### src/sv/smpe_pkg.sv
package smpe_pkg;

    typedef enum logic [1:0] {
        FUNC_REPORT = 2'd0,
        FUNC_TICK   = 2'd1,
        FUNC_POWER  = 2'd2,
        FUNC_SPARE  = 2'd3
    } func_t;

    localparam logic CFG_WHEEL_ENABLED = 1'b0;
    localparam logic CFG_SEND_PERIOD   = 1'b1;

    localparam logic [6:0] SEND_PERIOD_RESET = 7'd50;

    localparam logic [6:0] ID_LEAD     = 7'h4D;
    localparam logic [6:0] ID_WHEEL    = 7'h5A;
    localparam logic [6:0] ID_PLAIN    = 7'h33;
    localparam logic [6:0] ID_TRAIL    = 7'h40;
    localparam logic [6:0] ID_PAD      = 7'h00;

    localparam logic [2:0] ID_LAST_WHEEL  = 3'd5;
    localparam logic [2:0] ID_LAST_PLAIN  = 3'd4;
    localparam logic [2:0] PKT_LAST_WHEEL = 3'd3;
    localparam logic [2:0] PKT_LAST_PLAIN = 3'd2;

    typedef struct packed {
        logic            is_id;
        logic            wheel;
        logic            has_pkt;
        logic [3:0][6:0] pkt;
    } job_t;

    function automatic logic [15:0] sat17(input logic [16:0] v);
        logic [15:0] r;
        if (v[16] != v[15])
        begin
            r = v[16] ? 16'h8000 : 16'h7FFF;
        end
        else
        begin
            r = v[15:0];
        end
        return r;
    endfunction

endpackage

### src/sv/smpe_front.sv
module smpe_front (
    input  logic                 clk,
    input  logic                 rst_n,
    input  logic                 in_valid,
    output logic                 in_ready,
    input  logic [1:0]           func,
    input  logic [7:0]           button_bits,
    input  logic signed [7:0]    delta_x,
    input  logic signed [7:0]    delta_y,
    input  logic signed [7:0]    delta_wheel,
    input  logic                 powered,
    input  logic                 wheel_enabled,
    input  logic [6:0]           send_period,
    input  logic                 q_full,
    output logic                 push,
    output smpe_pkg::job_t       job
);
    import smpe_pkg::*;

    logic [15:0] acc_x_reg, acc_x_next;
    logic [15:0] acc_y_reg, acc_y_next;
    logic [15:0] acc_z_reg, acc_z_next;
    logic [2:0]  cur_buttons_reg, cur_buttons_next;
    logic [2:0]  sent_buttons_reg, sent_buttons_next;
    logic [6:0]  tick_count_reg, tick_count_next;
    logic        send_pending_reg, send_pending_next;
    logic        start_pending_reg, start_pending_next;
    logic        mouse_on_reg, mouse_on_next;

    logic        accept;
    logic [16:0] sum_x, sum_y, sum_z;
    logic [7:0]  tick_inc;
    logic        serve, start, has_pkt;
    logic [15:0] ax, ay, az;
    logic [2:0]  btn;
    logic [7:0]  cx, cy;
    logic [3:0]  cz;
    logic        x_hi, x_lo, y_hi, y_lo, z_hi, z_lo;

    assign in_ready = !q_full;
    assign accept   = in_valid && in_ready;

    assign sum_x    = {acc_x_reg[15], acc_x_reg} + {{9{delta_x[7]}}, delta_x};
    assign sum_y    = {acc_y_reg[15], acc_y_reg} - {{9{delta_y[7]}}, delta_y};
    assign sum_z    = {acc_z_reg[15], acc_z_reg} + {{9{delta_wheel[7]}}, delta_wheel};
    assign tick_inc = {1'b0, tick_count_reg} + 8'd1;

    always_comb
    begin
        acc_x_next         = acc_x_reg;
        acc_y_next         = acc_y_reg;
        acc_z_next         = acc_z_reg;
        cur_buttons_next   = cur_buttons_reg;
        sent_buttons_next  = sent_buttons_reg;
        tick_count_next    = tick_count_reg;
        send_pending_next  = send_pending_reg;
        start_pending_next = start_pending_reg;
        mouse_on_next      = mouse_on_reg;
        serve   = 1'b0;
        start   = 1'b0;
        has_pkt = 1'b0;
        ax = 16'd0;
        ay = 16'd0;
        az = 16'd0;
        btn = 3'd0;
        cx = 8'd0;
        cy = 8'd0;
        cz = 4'd0;
        x_hi = 1'b0;
        x_lo = 1'b0;
        y_hi = 1'b0;
        y_lo = 1'b0;
        z_hi = 1'b0;
        z_lo = 1'b0;

        if (accept)
        begin
            unique case (func_t'(func))
                FUNC_REPORT:
                begin
                    if (mouse_on_reg)
                    begin
                        cur_buttons_next = wheel_enabled ? button_bits[2:0]
                                                         : {1'b0, button_bits[1:0]};
                        acc_x_next = sat17(sum_x);
                        acc_y_next = sat17(sum_y);
                        acc_z_next = sat17(sum_z);
                    end
                end
                FUNC_TICK:
                begin
                    if (tick_inc >= {1'b0, send_period})
                    begin
                        tick_count_next   = 7'd0;
                        send_pending_next = 1'b1;
                    end
                    else
                    begin
                        tick_count_next = tick_inc[6:0];
                    end
                end
                FUNC_POWER:
                begin
                    if (powered)
                    begin
                        if (!mouse_on_reg)
                        begin
                            mouse_on_next      = 1'b1;
                            start_pending_next = 1'b1;
                            send_pending_next  = 1'b1;
                        end
                    end
                    else
                    begin
                        mouse_on_next = 1'b0;
                    end
                end
                FUNC_SPARE:
                begin
                end
                default:
                begin
                end
            endcase

            serve = send_pending_next && mouse_on_next;
            if (serve)
            begin
                start             = start_pending_next;
                send_pending_next = 1'b0;
                if (start)
                begin
                    start_pending_next = 1'b0;
                end
                ax  = start ? 16'd0 : acc_x_next;
                ay  = start ? 16'd0 : acc_y_next;
                az  = start ? 16'd0 : acc_z_next;
                btn = start ? 3'd0 : cur_buttons_next;
                acc_x_next       = ax;
                acc_y_next       = ay;
                acc_z_next       = az;
                cur_buttons_next = btn;

                x_hi = !ax[15] && (ax[14:7] != 8'h00);
                x_lo =  ax[15] && (ax[14:7] != 8'hFF);
                y_hi = !ay[15] && (ay[14:7] != 8'h00);
                y_lo =  ay[15] && (ay[14:7] != 8'hFF);
                z_hi = !az[15] && (az[14:3] != 12'h000);
                z_lo =  az[15] && (az[14:3] != 12'hFFF);
                cx = x_hi ? 8'h7F : (x_lo ? 8'h80 : ax[7:0]);
                cy = y_hi ? 8'h7F : (y_lo ? 8'h80 : ay[7:0]);
                cz = z_hi ? 4'h7 : (z_lo ? 4'h8 : az[3:0]);

                has_pkt = (btn != sent_buttons_reg) || (ax != 16'd0)
                          || (ay != 16'd0) || (az != 16'd0);
                if (has_pkt)
                begin
                    acc_x_next        = ax - {{8{cx[7]}}, cx};
                    acc_y_next        = ay - {{8{cy[7]}}, cy};
                    acc_z_next        = az - {{12{cz[3]}}, cz};
                    sent_buttons_next = btn;
                end
            end
        end
    end

    always_comb
    begin
        job.is_id   = start;
        job.wheel   = wheel_enabled;
        job.has_pkt = has_pkt;
        job.pkt[0]  = {1'b1, btn[0], btn[1], cy[7:6], cx[7:6]};
        job.pkt[1]  = {1'b0, cx[5:0]};
        job.pkt[2]  = {1'b0, cy[5:0]};
        job.pkt[3]  = {2'b00, btn[2], cz};
    end

    assign push = serve && (start || has_pkt);

    always_ff @(posedge clk or negedge rst_n)
    begin
        if (!rst_n)
        begin
            acc_x_reg         <= 16'd0;
            acc_y_reg         <= 16'd0;
            acc_z_reg         <= 16'd0;
            cur_buttons_reg   <= 3'd0;
            sent_buttons_reg  <= 3'd0;
            tick_count_reg    <= 7'd0;
            send_pending_reg  <= 1'b0;
            start_pending_reg <= 1'b1;
            mouse_on_reg      <= 1'b0;
        end
        else
        begin
            acc_x_reg         <= acc_x_next;
            acc_y_reg         <= acc_y_next;
            acc_z_reg         <= acc_z_next;
            cur_buttons_reg   <= cur_buttons_next;
            sent_buttons_reg  <= sent_buttons_next;
            tick_count_reg    <= tick_count_next;
            send_pending_reg  <= send_pending_next;
            start_pending_reg <= start_pending_next;
            mouse_on_reg      <= mouse_on_next;
        end
    end

endmodule

### src/sv/smpe_queue.sv
module smpe_queue #(
    parameter int DEPTH = 2
) (
    input  logic           clk,
    input  logic           rst_n,
    input  logic           push,
    input  smpe_pkg::job_t push_job,
    output logic           full,
    input  logic           pop,
    output logic           q_valid,
    output smpe_pkg::job_t head_job
);
    import smpe_pkg::*;

    localparam int PTR_W = (DEPTH > 1) ? $clog2(DEPTH) : 1;
    localparam int CNT_W = $clog2(DEPTH + 1);

    job_t             entry_reg [DEPTH];
    logic [PTR_W-1:0] wr_ptr_reg, wr_ptr_next;
    logic [PTR_W-1:0] rd_ptr_reg, rd_ptr_next;
    logic [CNT_W-1:0] count_reg, count_next;
    logic             do_push, do_pop;

    assign full     = (count_reg == CNT_W'(DEPTH));
    assign q_valid  = (count_reg != '0);
    assign head_job = entry_reg[rd_ptr_reg];
    assign do_push  = push && !full;
    assign do_pop   = pop && q_valid;

    always_comb
    begin
        wr_ptr_next = wr_ptr_reg;
        rd_ptr_next = rd_ptr_reg;
        count_next  = count_reg;
        if (do_push)
        begin
            wr_ptr_next = (wr_ptr_reg == PTR_W'(DEPTH - 1)) ? '0 : wr_ptr_reg + 1'b1;
        end
        if (do_pop)
        begin
            rd_ptr_next = (rd_ptr_reg == PTR_W'(DEPTH - 1)) ? '0 : rd_ptr_reg + 1'b1;
        end
        if (do_push && !do_pop)
        begin
            count_next = count_reg + 1'b1;
        end
        else if (do_pop && !do_push)
        begin
            count_next = count_reg - 1'b1;
        end
    end

    always_ff @(posedge clk)
    begin
        if (do_push)
        begin
            entry_reg[wr_ptr_reg] <= push_job;
        end
    end

    always_ff @(posedge clk or negedge rst_n)
    begin
        if (!rst_n)
        begin
            wr_ptr_reg <= '0;
            rd_ptr_reg <= '0;
            count_reg  <= '0;
        end
        else
        begin
            wr_ptr_reg <= wr_ptr_next;
            rd_ptr_reg <= rd_ptr_next;
            count_reg  <= count_next;
        end
    end

endmodule

### src/sv/smpe_back.sv
module smpe_back (
    input  logic           clk,
    input  logic           rst_n,
    input  logic           q_valid,
    input  smpe_pkg::job_t head_job,
    output logic           pop,
    output logic           out_valid,
    input  logic           out_ready,
    output logic [6:0]     serial_byte,
    output logic           is_id,
    output logic           last_byte
);
    import smpe_pkg::*;

    job_t       job_reg;
    logic       busy_reg, busy_next;
    logic       id_phase_reg, id_phase_next;
    logic [2:0] idx_reg, idx_next;
    logic       out_valid_reg, out_valid_next;
    logic [6:0] byte_reg;
    logic       is_id_reg;
    logic       last_reg;

    logic       emit, job_ld, seg_end, is_last;
    logic [6:0] cur_byte;
    logic [2:0] id_last, pkt_last;

    assign id_last  = job_reg.wheel ? ID_LAST_WHEEL : ID_LAST_PLAIN;
    assign pkt_last = job_reg.wheel ? PKT_LAST_WHEEL : PKT_LAST_PLAIN;

    always_comb
    begin
        if (id_phase_reg)
        begin
            unique case (idx_reg)
                3'd0:    cur_byte = ID_LEAD;
                3'd1:    cur_byte = job_reg.wheel ? ID_WHEEL : ID_PLAIN;
                3'd2:    cur_byte = ID_TRAIL;
                default: cur_byte = ID_PAD;
            endcase
            seg_end = (idx_reg == id_last);
            is_last = seg_end && !job_reg.has_pkt;
        end
        else
        begin
            cur_byte = job_reg.pkt[idx_reg[1:0]];
            seg_end  = (idx_reg == pkt_last);
            is_last  = seg_end;
        end
    end

    assign emit   = busy_reg && (!out_valid_reg || out_ready);
    assign job_ld = q_valid && (!busy_reg || (emit && is_last));
    assign pop    = job_ld;

    always_comb
    begin
        busy_next     = busy_reg;
        id_phase_next = id_phase_reg;
        idx_next      = idx_reg;
        if (job_ld)
        begin
            busy_next     = 1'b1;
            id_phase_next = head_job.is_id;
            idx_next      = 3'd0;
        end
        else if (emit)
        begin
            if (is_last)
            begin
                busy_next = 1'b0;
            end
            else if (id_phase_reg && seg_end)
            begin
                id_phase_next = 1'b0;
                idx_next      = 3'd0;
            end
            else
            begin
                idx_next = idx_reg + 3'd1;
            end
        end

        if (emit)
        begin
            out_valid_next = 1'b1;
        end
        else if (out_ready)
        begin
            out_valid_next = 1'b0;
        end
        else
        begin
            out_valid_next = out_valid_reg;
        end
    end

    always_ff @(posedge clk)
    begin
        if (job_ld)
        begin
            job_reg <= head_job;
        end
        if (emit)
        begin
            byte_reg  <= cur_byte;
            is_id_reg <= id_phase_reg;
            last_reg  <= is_last;
        end
    end

    always_ff @(posedge clk or negedge rst_n)
    begin
        if (!rst_n)
        begin
            busy_reg      <= 1'b0;
            id_phase_reg  <= 1'b0;
            idx_reg       <= 3'd0;
            out_valid_reg <= 1'b0;
        end
        else
        begin
            busy_reg      <= busy_next;
            id_phase_reg  <= id_phase_next;
            idx_reg       <= idx_next;
            out_valid_reg <= out_valid_next;
        end
    end

    assign out_valid   = out_valid_reg;
    assign serial_byte = byte_reg;
    assign is_id       = is_id_reg;
    assign last_byte   = last_reg;

`ifndef ASSERT_OFF
    a_id_index: assert property (@(posedge clk) disable iff (!rst_n)
        busy_reg && id_phase_reg |-> idx_reg <= id_last)
        else $error("id index past end of string");

    a_pkt_index: assert property (@(posedge clk) disable iff (!rst_n)
        busy_reg && !id_phase_reg |-> job_reg.has_pkt && idx_reg <= pkt_last)
        else $error("packet index past end or no packet in job");

    a_load_after_last: assert property (@(posedge clk) disable iff (!rst_n)
        busy_reg && emit && is_last && !q_valid |=> !busy_reg && out_valid_reg && last_reg)
        else $error("sequencer did not finish after last word");
`endif

endmodule

### src/sv/serial_mouse_packet_encoder.sv
// Serial mouse packet encoder.
// Input channel (in_valid/in_ready) takes one word per cycle while the job
// queue has room: a report, a millisecond tick or a power line change, chosen
// by func. Each accepted word updates the movement accumulators and send
// timer in the same cycle; when a send is due it queues a job holding the id
// string flag and the packet bytes for that word.
// Output channel (out_valid/out_ready) gives seven-bit bytes one per cycle
// while out_ready is high, last_byte marking the final byte of the word that
// caused them; words that cause nothing give no bytes.
// The first byte passes the job queue, job register and output byte register.
// Throughput: one input word per cycle while the job queue has room; the
// byte sequencer gives one byte per cycle while the receiver keeps taking
// them, up to ten bytes per word, and so sets the sustained rate when sends follow one another.
// The user must write configuration (cfg_write/cfg_index/cfg_data) only
// while idle; the block does not enforce it. Reset clears the accumulators,
// timer and queue, marks the id string as due and sets send_period to 50 and
// wheel_enabled to 0. A stalled receiver holds the output byte; the queue
// then fills and in_ready drops until bytes drain.
module serial_mouse_packet_encoder #(
    parameter int JOB_DEPTH = 2
) (
    input  logic              clk,
    input  logic              rst_n,
    input  logic              cfg_write,
    input  logic              cfg_index,
    input  logic [6:0]        cfg_data,
    input  logic              in_valid,
    output logic              in_ready,
    input  logic [1:0]        func,
    input  logic [7:0]        button_bits,
    input  logic signed [7:0] delta_x,
    input  logic signed [7:0] delta_y,
    input  logic signed [7:0] delta_wheel,
    input  logic              powered,
    output logic              out_valid,
    input  logic              out_ready,
    output logic [6:0]        serial_byte,
    output logic              is_id,
    output logic              last_byte
);
    import smpe_pkg::*;

    logic       wheel_enabled_reg;
    logic [6:0] send_period_reg;
    logic       q_full, q_push, q_pop, q_valid;
    job_t       push_job, head_job;

    always_ff @(posedge clk or negedge rst_n)
    begin
        if (!rst_n)
        begin
            wheel_enabled_reg <= 1'b0;
            send_period_reg   <= SEND_PERIOD_RESET;
        end
        else if (cfg_write)
        begin
            unique case (cfg_index)
                CFG_WHEEL_ENABLED: wheel_enabled_reg <= cfg_data[0];
                CFG_SEND_PERIOD:   send_period_reg   <= cfg_data;
                default:
                begin
                end
            endcase
        end
    end

    smpe_front u_front (
        .clk           (clk),
        .rst_n         (rst_n),
        .in_valid      (in_valid),
        .in_ready      (in_ready),
        .func          (func),
        .button_bits   (button_bits),
        .delta_x       (delta_x),
        .delta_y       (delta_y),
        .delta_wheel   (delta_wheel),
        .powered       (powered),
        .wheel_enabled (wheel_enabled_reg),
        .send_period   (send_period_reg),
        .q_full        (q_full),
        .push          (q_push),
        .job           (push_job)
    );

    smpe_queue #(
        .DEPTH (JOB_DEPTH)
    ) u_queue (
        .clk      (clk),
        .rst_n    (rst_n),
        .push     (q_push),
        .push_job (push_job),
        .full     (q_full),
        .pop      (q_pop),
        .q_valid  (q_valid),
        .head_job (head_job)
    );

    smpe_back u_back (
        .clk         (clk),
        .rst_n       (rst_n),
        .q_valid     (q_valid),
        .head_job    (head_job),
        .pop         (q_pop),
        .out_valid   (out_valid),
        .out_ready   (out_ready),
        .serial_byte (serial_byte),
        .is_id       (is_id),
        .last_byte   (last_byte)
    );

endmodule

### config.mk
export PLATFORM = sky130hd
export DESIGN_NAME = serial_mouse_packet_encoder
export DESIGN_NICKNAME = d
export VERILOG_FILES = /design/src/sv/smpe_pkg.sv /design/src/sv/smpe_front.sv /design/src/sv/smpe_queue.sv /design/src/sv/smpe_back.sv /design/src/sv/serial_mouse_packet_encoder.sv
export SDC_FILE = /design/constraint.sdc
export NUM_CORES = 1
export LEC_CHECK = 0
export CORE_MARGIN = 10
export CORE_UTILIZATION = 45
export DETAILED_ROUTE_END_ITERATION = 12
export DONT_BUFFER_PORTS = 1
export PLACE_DENSITY = 0.65
export SYNTH_ARGS = -nofsm -noshare
export SYNTH_HDL_FRONTEND = slang
export SYNTH_SLANG_ARGS = --single-unit
### constraint.sdc
create_clock -name clk -period 7.45 [get_ports clk]
set_input_delay 0.3725 -clock clk [delete_from_list [all_inputs] [get_ports clk]]
set_output_delay 0.3725 -clock clk [all_outputs]
set_load 0.05 [all_outputs]
# Word level (Yosys, flattened, before mapping)
# Memories as Yosys holds them, arrays and structs flattened.
# Cells that the tools add are included.
# Widths: inputs -> output; s select.
# classes
add_sub_neg,12
n_lt_le_gt_ge,2
eq_ne,15
muxes,92
n_bitwise,1
reduce_logical,54
# op_table
operator,count
$mux 16,24
$mux 8,8
$reduce_bool 16->1,3
$sub 16x16->16,3
$mux 3,12
$mux 1,35
$add 16x8->17,2
$mux 7,4
$pmux 7 s3,1
$logic_and 1x1->1,18
$sub 16x8->17,1
$mux 4,4
$ne 8x8->1 const B,2
$reduce_bool 8->1,2
$bmux 7 s2,1
$ne 12x12->1 const B,1
$reduce_bool 12->1,1
$reduce_bool 2->1,6
$reduce_and 2->1,5
$logic_not 1->1,9
$add 7x1->8 const B,1
$ge 8x7->1,1
$eq 3x3->1,2
$logic_or 1x1->1,6
other kinds (18),24
# totals
regBits,121
ram_bits,52
in_bits,48
out_inout_bits,11
elab_cells,204
mem_count,1
# memory_table
name,depth,width,read_ports,rd_clocked_by_memory_dff,write_ports,line_no,text
u_queue.entry_reg,2,26,1,0,1,smpe_queue.sv:18,job_t entry_reg [DEPTH];

# Logic depth before layout (Yosys ltp)
# Gate-level depths: netlist (run 1).
# depth
ltp_word,20
ltp_mapped,32
depth_no_buf,31

# Hierarchy
# A second synthesis (run 1) with hierarchy kept.
# hier_totals
cells_unflattened,1643
area_unflattened_um2,14923.1
# modules_own_cells
module,instances,cells_per_inst,area_per_inst_um2,seq_area_each_um2
smpe_front,1,1396,10073.4,1602.8
smpe_queue,1,116,2591.2,1961.9
smpe_back,1,113,1951.9,1321.3
serial_mouse_packet_encoder,1,18,306.5,203.9

# Worst setup path after synthesis (run 1)
# Ideal clock, no wire load.
# synth_timing
path_type,reg-to-reg
start,register u_front.acc_x_reg[0]
end,register u_front.acc_x_reg[15]
setup_ns,0.131
arrival_time_ns,6.421
required_ns,7.319
path_slack_ns,0.898
stages_incl_launch_ff,32
n_path_buf,1
period_less_slack_ns,6.552
path_cell_list,dfrtp_1 ha_1 inv_1 fa_1 nor2b_1 o2111ai_1 nand2_1 o211ai_1 a41oi_2 clkbuf_1 nor2_1 nor3_1 a21oi_1 nor4_1 nand2_1 o41ai_1 a21oi_1 ha_1 a21o_1 a21o_1 a21oi_1 o21a_1 inv_1 o2111a_1 a211o_1 a2111oi_0 o31ai_1 a31oi_1 a21oi_1 xnor2_1 a221oi_1 a31oi_1
# synth_between
elab_chain_len,14
elab_cells_between_ends,22
classes_between,add/sub (2); eq/ne (2); mux (10); reduce/logical (8)
# synth_rtl
element,line_no,text
from (decl),smpe_front.sv:20,"logic [15:0] acc_x_reg, acc_x_next;"
from (signal assigned),smpe_front.sv:196,acc_x_reg <= acc_x_next;
$add 16x8->17,smpe_front.sv:43,"assign sum_x = {acc_x_reg[15], acc_x_reg} + {{9{delta_x[7]}}, delta_x};"
$mux 16 / $ne 1x1->1 (equally long branches),"smpe_pkg.sv:37, smpe_pkg.sv:35",
$mux 16,smpe_pkg.sv:35,if (v[16] != v[15])
$mux 16,smpe_front.sv:81,if (mouse_on_reg)
$mux 16 (*),smpe_front.sv:78,unique case (func_t'(func))
$mux 16 (*),smpe_front.sv:76,if (accept)
$mux 16,smpe_front.sv:135,ax = start ? 16'd0 : acc_x_next;
$ne 8x8->1,smpe_front.sv:145,x_lo = ax[15] && (ax[14:7] != 8'hFF);
$logic_and 1x1->1,smpe_front.sv:145,
$mux 8 (2 in series),smpe_front.sv:150,cx = x_hi ? 8'h7F : (x_lo ? 8'h80 : ax[7:0]);
$sub 16x16->16,smpe_front.sv:158,"acc_x_next = ax - {{8{cx[7]}}, cx};"
$mux 16,smpe_front.sv:156,if (has_pkt)
$mux 16 (*),smpe_front.sv:127,if (serve)
# Every way passes the cells marked *; elsewhere a longest branch is shown, timed or not. The select of a mux whose other input is x is not followed.
# A chain may end at the register's enable or synchronous reset.

# Worst setup path in the final report (run 1)
# Ends and elaborated chain as after synthesis.

==> impl_metrics.json, run 1 <==
{
  "status": "finished clean",
  "grt_start_max_net_pins": 83,
  "drt_wl_total_um": 37470,
  "async_flop_share": 0.4881,
  "avgViaCountPerCell": 6.076,
  "cp_slowest_stage_delay_ns": 0.42,
  "regArea_um2": 4639,
  "vias": 12020,
  "io_buffers": 0,
  "grt_pass1_vias": 11650,
  "fill_cells": 2844,
  "drtAntennaViolNets": 0,
  "start_util": 0.4598,
  "gp_congestion": 0.8953,
  "critPathArrivalTime_ns": 7.18,
  "regToRegStartpoint": "u_front.acc_x_reg[0]",
  "power_density_nw_per_um2": 472.0,
  "die_x_um": 195.0,
  "hp-class": "in -> reg",
  "synth.distinct_cells": 93,
  "drive_above_1_share": 0.09698,
  "seq_area_frac_synth": 0.3368,
  "dp_hpwl_um": 27510,
  "setup_violations": 0,
  "largest_reg_flops": 52,
  "worstMarginPinSlew_ns": 1.002,
  "path_buf_inv": 2,
  "die_height_um": 195.0,
  "numCtsBuffers": 17,
  "core.rowCount": 63,
  "root_buffer": "clkbuf_16",
  "cp.depth": 29,
  "final_area_um2": 14960,
  "rsz0062_at_grt": "yes",
  "worstPathMaxFanout": 8,
  "clk_latency_ns": 0.44,
  "r2r_setup_slack_ns": 0.55,
  "die-area_um2": 38010,
  "final_nets": 1732,
  "drtPass1Iterations": 5,
  "cpMostUsedCell": "a21oi_1",
  "wl_per_cell_um": 18.94,
  "fin_crit_sh": 0.9264,
  "coreArea_um2": 29950,
  "vdd_drop_max_v": 0.0001822,
  "fin_crit_ns": 6.902,
  "cts_buffer_depth": 2,
  "p_leak_nw": 6.015,
  "syn2layout_area_growth_pct": 8.585,
  "rr_worst_depth": 29,
  "yosysWarnings": 0,
  "route.detailed.drc": 0,
  "antenna_found_initial": 0,
  "finalMaxSlewViolations": 0,
  "final_cell_mix": "175 x nor2_1, 150 x a21oi_1, 137 x nand2_1",
  "tritoncts": "done",
  "tns_ns": 0,
  "multi_input_area_um2": 8716,
  "post_synth.cell_area_avg_um2": 8.679,
  "maxCapViolations": 0,
  "drtIter0Drc": 960,
  "synth_top_area_frac": 0.1875,
  "path_delay_family": "compound AO/OA/AOI/OAI gates",
  "crit_slowest_cell": "a311oi_1",
  "required_ns": 7.73,
  "synth.cell_area_um2": 13770,
  "crit_type": "reg -> reg",
  "post_dp_cell_area_um2": 14240,
  "synthTopCellsByArea": "edfxtp_1 19%, dfrtp_1 14%, ha_1 9.4%, a21oi_1 5.5%, nor2_1 4.9%",
  "clock.fmax_mhz": 144.9,
  "clock_sinks": 168,
  "synth_edf_count": 86,
  "startpoint_type": "flop",
  "synth_seq_cells": 168,
  "grt_usage": 0.1934,
  "synth_top_cell_by_area": "edfxtp_1",
  "final_common_cell": "nor2_1",
  "rr_endpoint": "u_front.acc_x_reg[15]",
  "fin_skew_ns": 0.01676,
  "num_antenna_cells": 0,
  "io_pins": 59,
  "htree_num_levels": 4,
  "worstSetupStartpoint": "u_front.acc_x_reg[0]",
  "synthFlopType": "edfxtp_1",
  "synth_fp_nets": 1744,
  "clk_pin_slew_ns": 0.08,
  "max_slew_margin": 0.3298,
  "crit_path_end_kind": "flop",
  "grt_pass1_wl_um": 61290,
  "hold_viol": 0,
  "synthesis.instances": 1587,
  "crit_end": "u_front.acc_x_reg[15]",
  "grt-ovfl-total": 0
}
[metal layers]
layer  GRT usage  vias to the layer above  share of wire
met4     0.06002                        0          0.020
met1      0.2536                     5708           0.45
met5           0                        -              0
met2      0.3163                      370           0.47
met3     0.03407                       59          0.067
li1            -                     5882              -
[layout make-up]
| type | count | share of cell area |
|---|---|---|
| clock buffers | 17 | 0.02844 |
| well taps | 390 | 0.03263 |
| multi-input cells | 1297 | 0.5828 |
| repair buffers | 34 | 0.01857 |
| clock inverters | 15 | 0.01305 |
| inverters | 57 | 0.01431 |
| flip-flops and latches | 168 | 0.3102 |
[cells by family (layout without fill, tap and decap cells)]
| family | after synthesis | after routing | synth area share |
|---|---|---|---|
| AOI/OAI and AO/OA | 513 | 513 | 0.2408 |
| adders and majority gates | 120 | 120 | 0.1104 |
| and+or+nand+nor | 536 | 536 | 0.1834 |
| muxes | 49 | 49 | 0.04360 |
| xor gates and xnor gates | 79 | 79 | 0.05024 |
| buffers and inverters | 122 | 123 | 0.03470 |
| DFF | 168 | 168 | 0.3368 |
[where the power goes]
group	switching, W	internal [W]	leakage (nW)	total (W)
sequential	0.000294	0.00120	1.76	0.00150
combinational	0.00271	0.00194	3.96	0.00466
clock	0.000447	0.000460	0.297	0.000907
[through the flow]
stage          utilization  cells  setup WS, ns  total power [W]  hold slack, ns
2_1_floorplan            -   1587        0.8979         0.005005         0.07691
3_3_place_gp        0.4754   1941        0.4659         0.005964         0.08155
3_5_place_dp        0.4754   1941        0.3205         0.006039         0.08216
4_1_cts             0.4974   1975        0.2997         0.006990         0.06349
5_1_grt             0.4993   1978      -0.01944         0.007675         0.06081
6_report            0.4993   1978        0.5483         0.007059         0.07835
[how the worst min path moves through the flow]
stage,start,to,slack (ns),cells past startpoint
detailed placement,rst_n,send_period_reg[6],0.08,0
global route,cfg_data[6],send_period_reg[6],0.06,1
CTS,cfg_data[5],send_period_reg[5],0.06,1
floorplan,rst_n,send_period_reg[0],0.08,0
finish,cfg_data[5],send_period_reg[5],0.08,1
global placement,rst_n,send_period_reg[6],0.08,0
[what timing repair did]
action,CTS,global route
gates resized for setup,0,7
hold buffers,2,0
hold endpoints to repair,82,0
buffers inserted,0,3
endpoints found under the setup margin,0,5
[cell usage after synthesis (6+ instances only)]
cell type,instances
nor2_1,178
a21oi_1,151
nand2_1,139
o21ai_0,111
ha_1,103
edfxtp_1,86
dfrtp_1,78
inv_1,54
clkbuf_1,53
nor3_1,45
xnor2_1,43
mux2_2,38
xor2_1,36
nand3_1,32
a21o_1,31
nand2b_1,27
o21a_1,26
a31oi_1,24
a211oi_1,23
and2_1,19
o211ai_1,16
nor2b_1,15
and3_1,14
nand4_1,14
o31ai_1,14
or3_1,11
maj3_1,10
nor4_1,9
a221oi_1,8
a211o_1,7
a21boi_0,7
o2111ai_1,7
o21ai_1,7
o22ai_1,7
or2_2,7
a41oi_1,6
buf_1,6
fa_1,6
mux2i_1,6
nand3b_1,6
o211a_1,6
Note: power is estimated with default switching activity, not from simulation.
==> inputs of run 2 (changes only) <==
- ABC_AREA: unset -> 1
==> run 2 against run 1 <==
Effect of this change: setup slack gained 1.5 ns; via count up 8.5%; clock skew fell by 0.0064 ns; global-route usage down 0.44 points; power grew 3.7%; critical path depth up 9; area after synthesis is 2.0% higher; hold slack worse by 0.052 ns; die area increased by 1.8%; critical path type unchanged.
==> impl_metrics.json, run 2 <==
{
  "synth_top_cell_by_area": "nand2_1",
  "cp.depth": 38,
  "regArea_um2": 4639,
  "drive_above_1_share": 0.05793,
  "root_buffer": "clkbuf_16",
  "p_int_w": 0.003447,
  "path_delay_family": "simple AND/OR/NAND/NOR gates",
  "die_height_um": 196.7,
  "seq_area_frac_synth": 0.3302,
  "synth.distinct_cells": 54,
  "maxCapViolations": 0,
  "fin_crit_ns": 5.401,
  "tritoncts": "done",
  "synth_seq_cells": 168,
  "power_density_nw_per_um2": 486.9,
  "grt_pass1_vias": 12490,
  "crit_type": "reg -> reg",
  "tns_ns": 0,
  "worstSetupStartpoint": "u_front.acc_y_reg[0]",
  "worstPathMaxFanout": 11,
  "setup_violations": 0,
  "vdd_drop_max_v": 0.0002248,
  "wl_per_cell_um": 15.09,
  "synthTopCellsByArea": "nand2_1 19%, edfxtp_1 18%, dfrtp_1 14%, ha_1 9.2%, inv_1 6.3%",
  "synth_fp_nets": 2204,
  "cpMostUsedCell": "nand2_1",
  "drtAntennaViolNets": 0,
  "place_inst": 2399,
  "crit_path_end_kind": "flop",
  "startpoint_type": "flop",
  "finalMaxSlewViolations": 0,
  "largest_reg_flops": 52,
  "rr_worst_depth": 38,
  "core.rowCount": 64,
  "worstMarginPinSlew_ns": 1.098,
  "synth.most_common_cell": "nand2_1",
  "cts_resized": 0,
  "async_flop_share": 0.4881,
  "clkPwrFrac": 0.125,
  "grt_usage": 0.1889,
  "fin_crit_sh": 0.7250,
  "grt-ovfl-total": 0,
  "start_util": 0.4582,
  "grt_start_max_net_pins": 83,
  "synthesis.instances": 2047,
  "yosysWarnings": 0,
  "rsz0062_at_grt": "no",
  "regToRegStartpoint": "u_front.acc_y_reg[0]",
  "drtIter0Drc": 801,
  "coreArea_um2": 30670,
  "syn2layout_area_growth_pct": 6.989,
  "drtPass1Iterations": 7,
  "fin_skew_ns": 0.01039,
  "clk_latency_ns": 0.45,
  "htree_num_levels": 4,
  "p_leak_nw": 7.865,
  "antenna_found_initial": 2,
  "gp_congestion": 0.9061,
  "comb_power_share": 0.651,
  "io_buffers": 0,
  "synth_top_area_frac": 0.1859,
  "route.detailed.drc": 0,
  "crit_slowest_cell": "fa_1",
  "fin_cells": 2434,
  "status": "finished clean",
  "switching_power_w": 0.003873,
  "clk_pin_slew_ns": 0.07,
  "synthFlopType": "edfxtp_1",
  "synth.cell_area_um2": 14050,
  "required_ns": 7.79,
  "path_buf_inv": 3,
  "hold_viol": 0,
  "clock.fmax_mhz": 185.1,
  "io_pins": 59,
  "multi_input_area_um2": 8235,
  "max_slew_margin": 0.2672,
  "clock_sinks": 168,
  "critPathArrivalTime_ns": 5.74,
  "numCtsBuffers": 17,
  "vias": 13040,
  "dp_hpwl_um": 27190,
  "avgViaCountPerCell": 5.358,
  "drt_wl_total_um": 36720,
  "fill_cells": 3098,
  "grt_pass1_wl_um": 60780,
  "p_total_w": 0.007320,
  "post_synth.cell_area_avg_um2": 6.865,
  "die_x_um": 196.7,
  "p_sw_frac": 0.5291,
  "cts_buffer_depth": 2,
  "hp-class": "in -> reg",
  "final_common_cell": "nand2_1",
  "hold_path_depth": 1,
  "cp_slowest_stage_delay_ns": 0.42,
  "min_from": "cfg_write",
  "power_frac_seq": 0.224,
  "synth_edf_count": 86,
  "synth_common_cells": "696 x nand2_1, 237 x inv_1, 169 x nor2_1, 146 x nand3_1, 134 x a21oi_1",
  "die-area_um2": 38690,
  "final_nets": 2181,
  "final_cell_mix": "694 x nand2_1, 236 x inv_1, 166 x nor2_1"
}
==> run 2: cell types whose count changed after synthesis, moves of 27 or more <==
cell and change:
nor3_1 -32, nand2b_1 -27, nand2_1 +557, inv_1 +183, mux2_2 -38, nand3_1 +114
a21o_1 -28
==> run 2: repair_timing <==
| action | in CTS | in global routing |
|---|---|---|
| hold endpoints to repair | 82 | 0 |
| hold buffers | 2 | 0 |
| buffers inserted | 0 | 0 |
==> run 2: cell families (layout without fill, tap and decap cells) <==
group / after synthesis / in the layout / share of synthesized area
other cells: 0 / 1 / 0
fa+ha+maj: 109 / 109 / 0.1003
xor+xnor: 46 / 46 / 0.02867
simple gates: 1105 / 1105 / 0.3285
compound gates: 315 / 315 / 0.1271
buf+inv: 304 / 294 / 0.08530
flops: 168 / 168 / 0.3302
==> run 2: worst paths after layout <==
check / end / slack [ns]
setup reg to reg: u_front.acc_y_reg[12] / 2.05
max in group asynchronous: u_front.acc_x_reg[8] / 6.57
setup / recovery: u_front.acc_y_reg[12] / 2.05
min in group asynchronous: u_front.tick_count_reg[0] / 0.48
hold / removal: wheel_enabled_reg / 0.03
hold reg to reg: u_back.out_valid / 0.47
==> run 2: cell type report <==
type                       instances  area share
inverter                         250     0.06242
multi-input combinational       1575      0.5478
tap                              396     0.03296
sequential                       168      0.3086
antenna                            1   0.0001664
clock buffer                      17     0.02830
clock inverter                    15     0.01232
timing repair buffer              12    0.007490
==> run 2: metrics by stage <==
step	utilization	hold slack, ns	cell area, µm²	setup slack (ns)
after CTS	0.4901	0.01034	15030	2.050
after detailed placement	0.4690	0.07984	14380	2.081
final	0.4902	0.02621	15030	2.049
after floorplan	-	0.07691	14050	2.926
after global routing	0.4902	0.02083	15030	1.343
after global placement	0.4690	0.07978	14380	2.168
==> run 2: worst reg2reg max path: cells and delay by family, from the launching register on <==
| kind | cells | cell delay [ns] |
|---|---|---|
| simple gates | 26 | 2.83 |
| flops | 1 | 0.34 |
| compound gates | 6 | 0.89 |
| buf+inv | 3 | 0.20 |
| fa+ha+maj | 3 | 1.03 |
==> run 2: power by group through the flow <==
stage	Sequential [W]	Combinational, W	Clock [W]
global placement	0.00165	0.00464	0
CTS	0.00164	0.00475	0.000931
floorplan	0.00154	0.00379	0
detailed placement	0.00166	0.00471	0
global route	0.00168	0.00546	0.000966
finish	0.00164	0.00476	0.000917
==> run 2: metal layers <==
metal	global-route usage	share of wire	vias up	wire length, µm
met4	0.06511	0.024	2	864
met1	0.2385	0.45	6016	16680
li1	-	-	6655	-
met3	0.03836	0.058	58	2128
met2	0.3153	0.46	311	17030
met5	0	0.00054	-	20
==> inputs of run 3 (changes only) <==
- ABC_AREA: 1 -> 0
- PLACE_DENSITY: 0.65 -> 0.67
- clock period: 7.45 -> 4.65 ns (I/O delays scaled with it)
==> run 3 against run 2 <==
Effect of this change: the flow now finishes with violations (setup timing); largest power group unchanged; sequential power grew 45%; clock power rose by 62%; setup slack got worse by 3.3 ns; largest cell class unchanged.
==> impl_metrics.json, run 3 (synthesis gave the netlist of run 1 again) <==
{
  "antenna_found_initial": 1,
  "clk_latency_ns": 0.44,
  "clock.fmax_mhz": 170.2,
  "hold_viol": 0,
  "finalMaxSlewViolations": 0,
  "syn2layout_area_growth_pct": 46.73,
  "crit_path_end_kind": "flop",
  "drtAntennaViolNets": 0,
  "die_x_um": 195.0,
  "start_util": 0.4598,
  "startpoint_type": "flop",
  "io_buffers": 0,
  "fin_cells": 2441,
  "cp_slowest_stage_delay_ns": 0.41,
  "die-area_um2": 38010,
  "grt_start_max_net_pins": 83,
  "grt_pass1_wl_um": 72010,
  "violations": "setup timing",
  "wl_per_cell_um": 19.18,
  "p_total_w": 0.01634,
  "dp_hpwl_um": 32750,
  "required_ns": 4.96,
  "clk_pin_slew_ns": 0.08,
  "cts_buffer_depth": 2,
  "grt_usage": 0.2285,
  "place_inst": 2314,
  "rsz0062_at_grt": "yes",
  "htree_num_levels": 4,
  "tritoncts": "done",
  "io_pins": 59,
  "clock_sinks": 168,
  "worstMarginPinSlew_ns": 0.8429,
  "setup_violations": 91,
  "crit_type": "reg -> reg",
  "drive_above_1_share": 0.3988,
  "rr_worst_depth": 32,
  "post_dp_cell_area_um2": 17470,
  "vias": 14250,
  "dpl_worst_slack_ns": -1.428,
  "grt-ovfl-total": 0,
  "drtPass1Iterations": 5,
  "critPathArrivalTime_ns": 6.19,
  "hp-class": "in -> reg",
  "core.rowCount": 63,
  "gp_congestion": 0.9152,
  "layout_setup_ws_ns": -1.225,
  "coreArea_um2": 29950,
  "route.detailed.drc": 0,
  "drtIter0Drc": 1000,
  "numCtsBuffers": 17,
  "root_buffer": "clkbuf_16",
  "power_density_nw_per_um2": 808.6,
  "fill_cells": 2317,
  "grt_pass1_vias": 14020,
  "vdd_drop_max_v": 0.0003432,
  "fin_crit_sh": 1.263,
  "cpMostUsedCell": "buf_4",
  "p_leak_nw": 8.556,
  "hold_path_depth": 2,
  "max_slew_margin": 0.4322,
  "final_area_um2": 20210,
  "fin_skew_ns": 0.01837,
  "final_common_cell": "buf_4",
  "final_nets": 2195,
  "status": "finished with violations",
  "num_antenna_cells": 0,
  "crit_slowest_cell": "dfrtp_1",
  "fin_crit_ns": 5.875,
  "whs_ns": 0.01182,
  "avgViaCountPerCell": 5.836,
  "maxCapViolations": 0,
  "worstPathMaxFanout": 8,
  "final_cell_mix": "438 x buf_4, 162 x nor2_1, 131 x nand2_1",
  "largest_reg_flops": 52,
  "r2r_setup_slack_ns": -1.22,
  "drt_wl_total_um": 46810,
  "die_height_um": 195.0
}
==> run 3: through the flow <==
stage               setup TNS (ns)  utilization
floorplan                   -13.97            -
global placement            -31.07       0.5831
detailed placement          -36.45       0.5831
CTS                         -21.35       0.6434
global route                -50.59       0.6747
finish                      -32.84       0.6747
==> run 3: final cells by class <==
type	instances	area [µm²]	share of cell area
clock buffers	17	425.4	0.02105
flip-flops and latches	168	4639	0.2296
repair buffers	495	4003	0.1981
well taps	390	488.0	0.02415
clock inverters	15	197.7	0.009782
inverters	57	216.5	0.01071
multi-input cells	1299	10240	0.5067
==> run 3: what timing repair did <==
item                                    CTS  global route
endpoints found under the setup margin   93           103
gates resized for setup                 141           137
hold buffers                             13             0
endpoints found under the hold margin    94             0
pin swaps                               108           137
setup buffers                            52            45
gates cloned                              3             0
==> run 3: final timing paths <==
check                                                 start                     endpoint
worst max-delay path                   u_front.acc_x_reg[0]        u_front.acc_x_reg[15]
worst min-delay path                              out_ready             u_back.out_valid
worst max register to register         u_front.acc_x_reg[0]        u_front.acc_x_reg[15]
worst min register to register  u_front.sent_buttons_reg[0]  u_front.sent_buttons_reg[0]
max in group asynchronous                             rst_n           send_period_reg[1]
min in group asynchronous                             rst_n         u_front.acc_x_reg[8]
==> run 3: worst max-delay path, delay by kind of cell, from the launching register on <==
kind	cells	cell delay, ns
AO/OA/AOI/OAI	17	2.90
XOR/XNOR	2	0.44
adder cells (fa/ha/maj)	3	0.63
buffers and inverters	5	0.58
flip-flops	1	0.41
AND/OR/NAND/NOR	5	0.77
==> run 3: where the power goes <==
group,internal (W),switching (W)
logic,0.00629,0.00619
registers,0.00193,0.000455
clock network,0.000737,0.000752
total,0.00895,0.00739
==> run 3: per-layer routing <==
layer  track usage  wire length [µm]  up-vias
met2        0.3850             22510      460
met5             0                10        -
met3       0.04440              2710      118
met1        0.2862             20060     6855
met4       0.07551              1527        2
li1              -                 -     6810
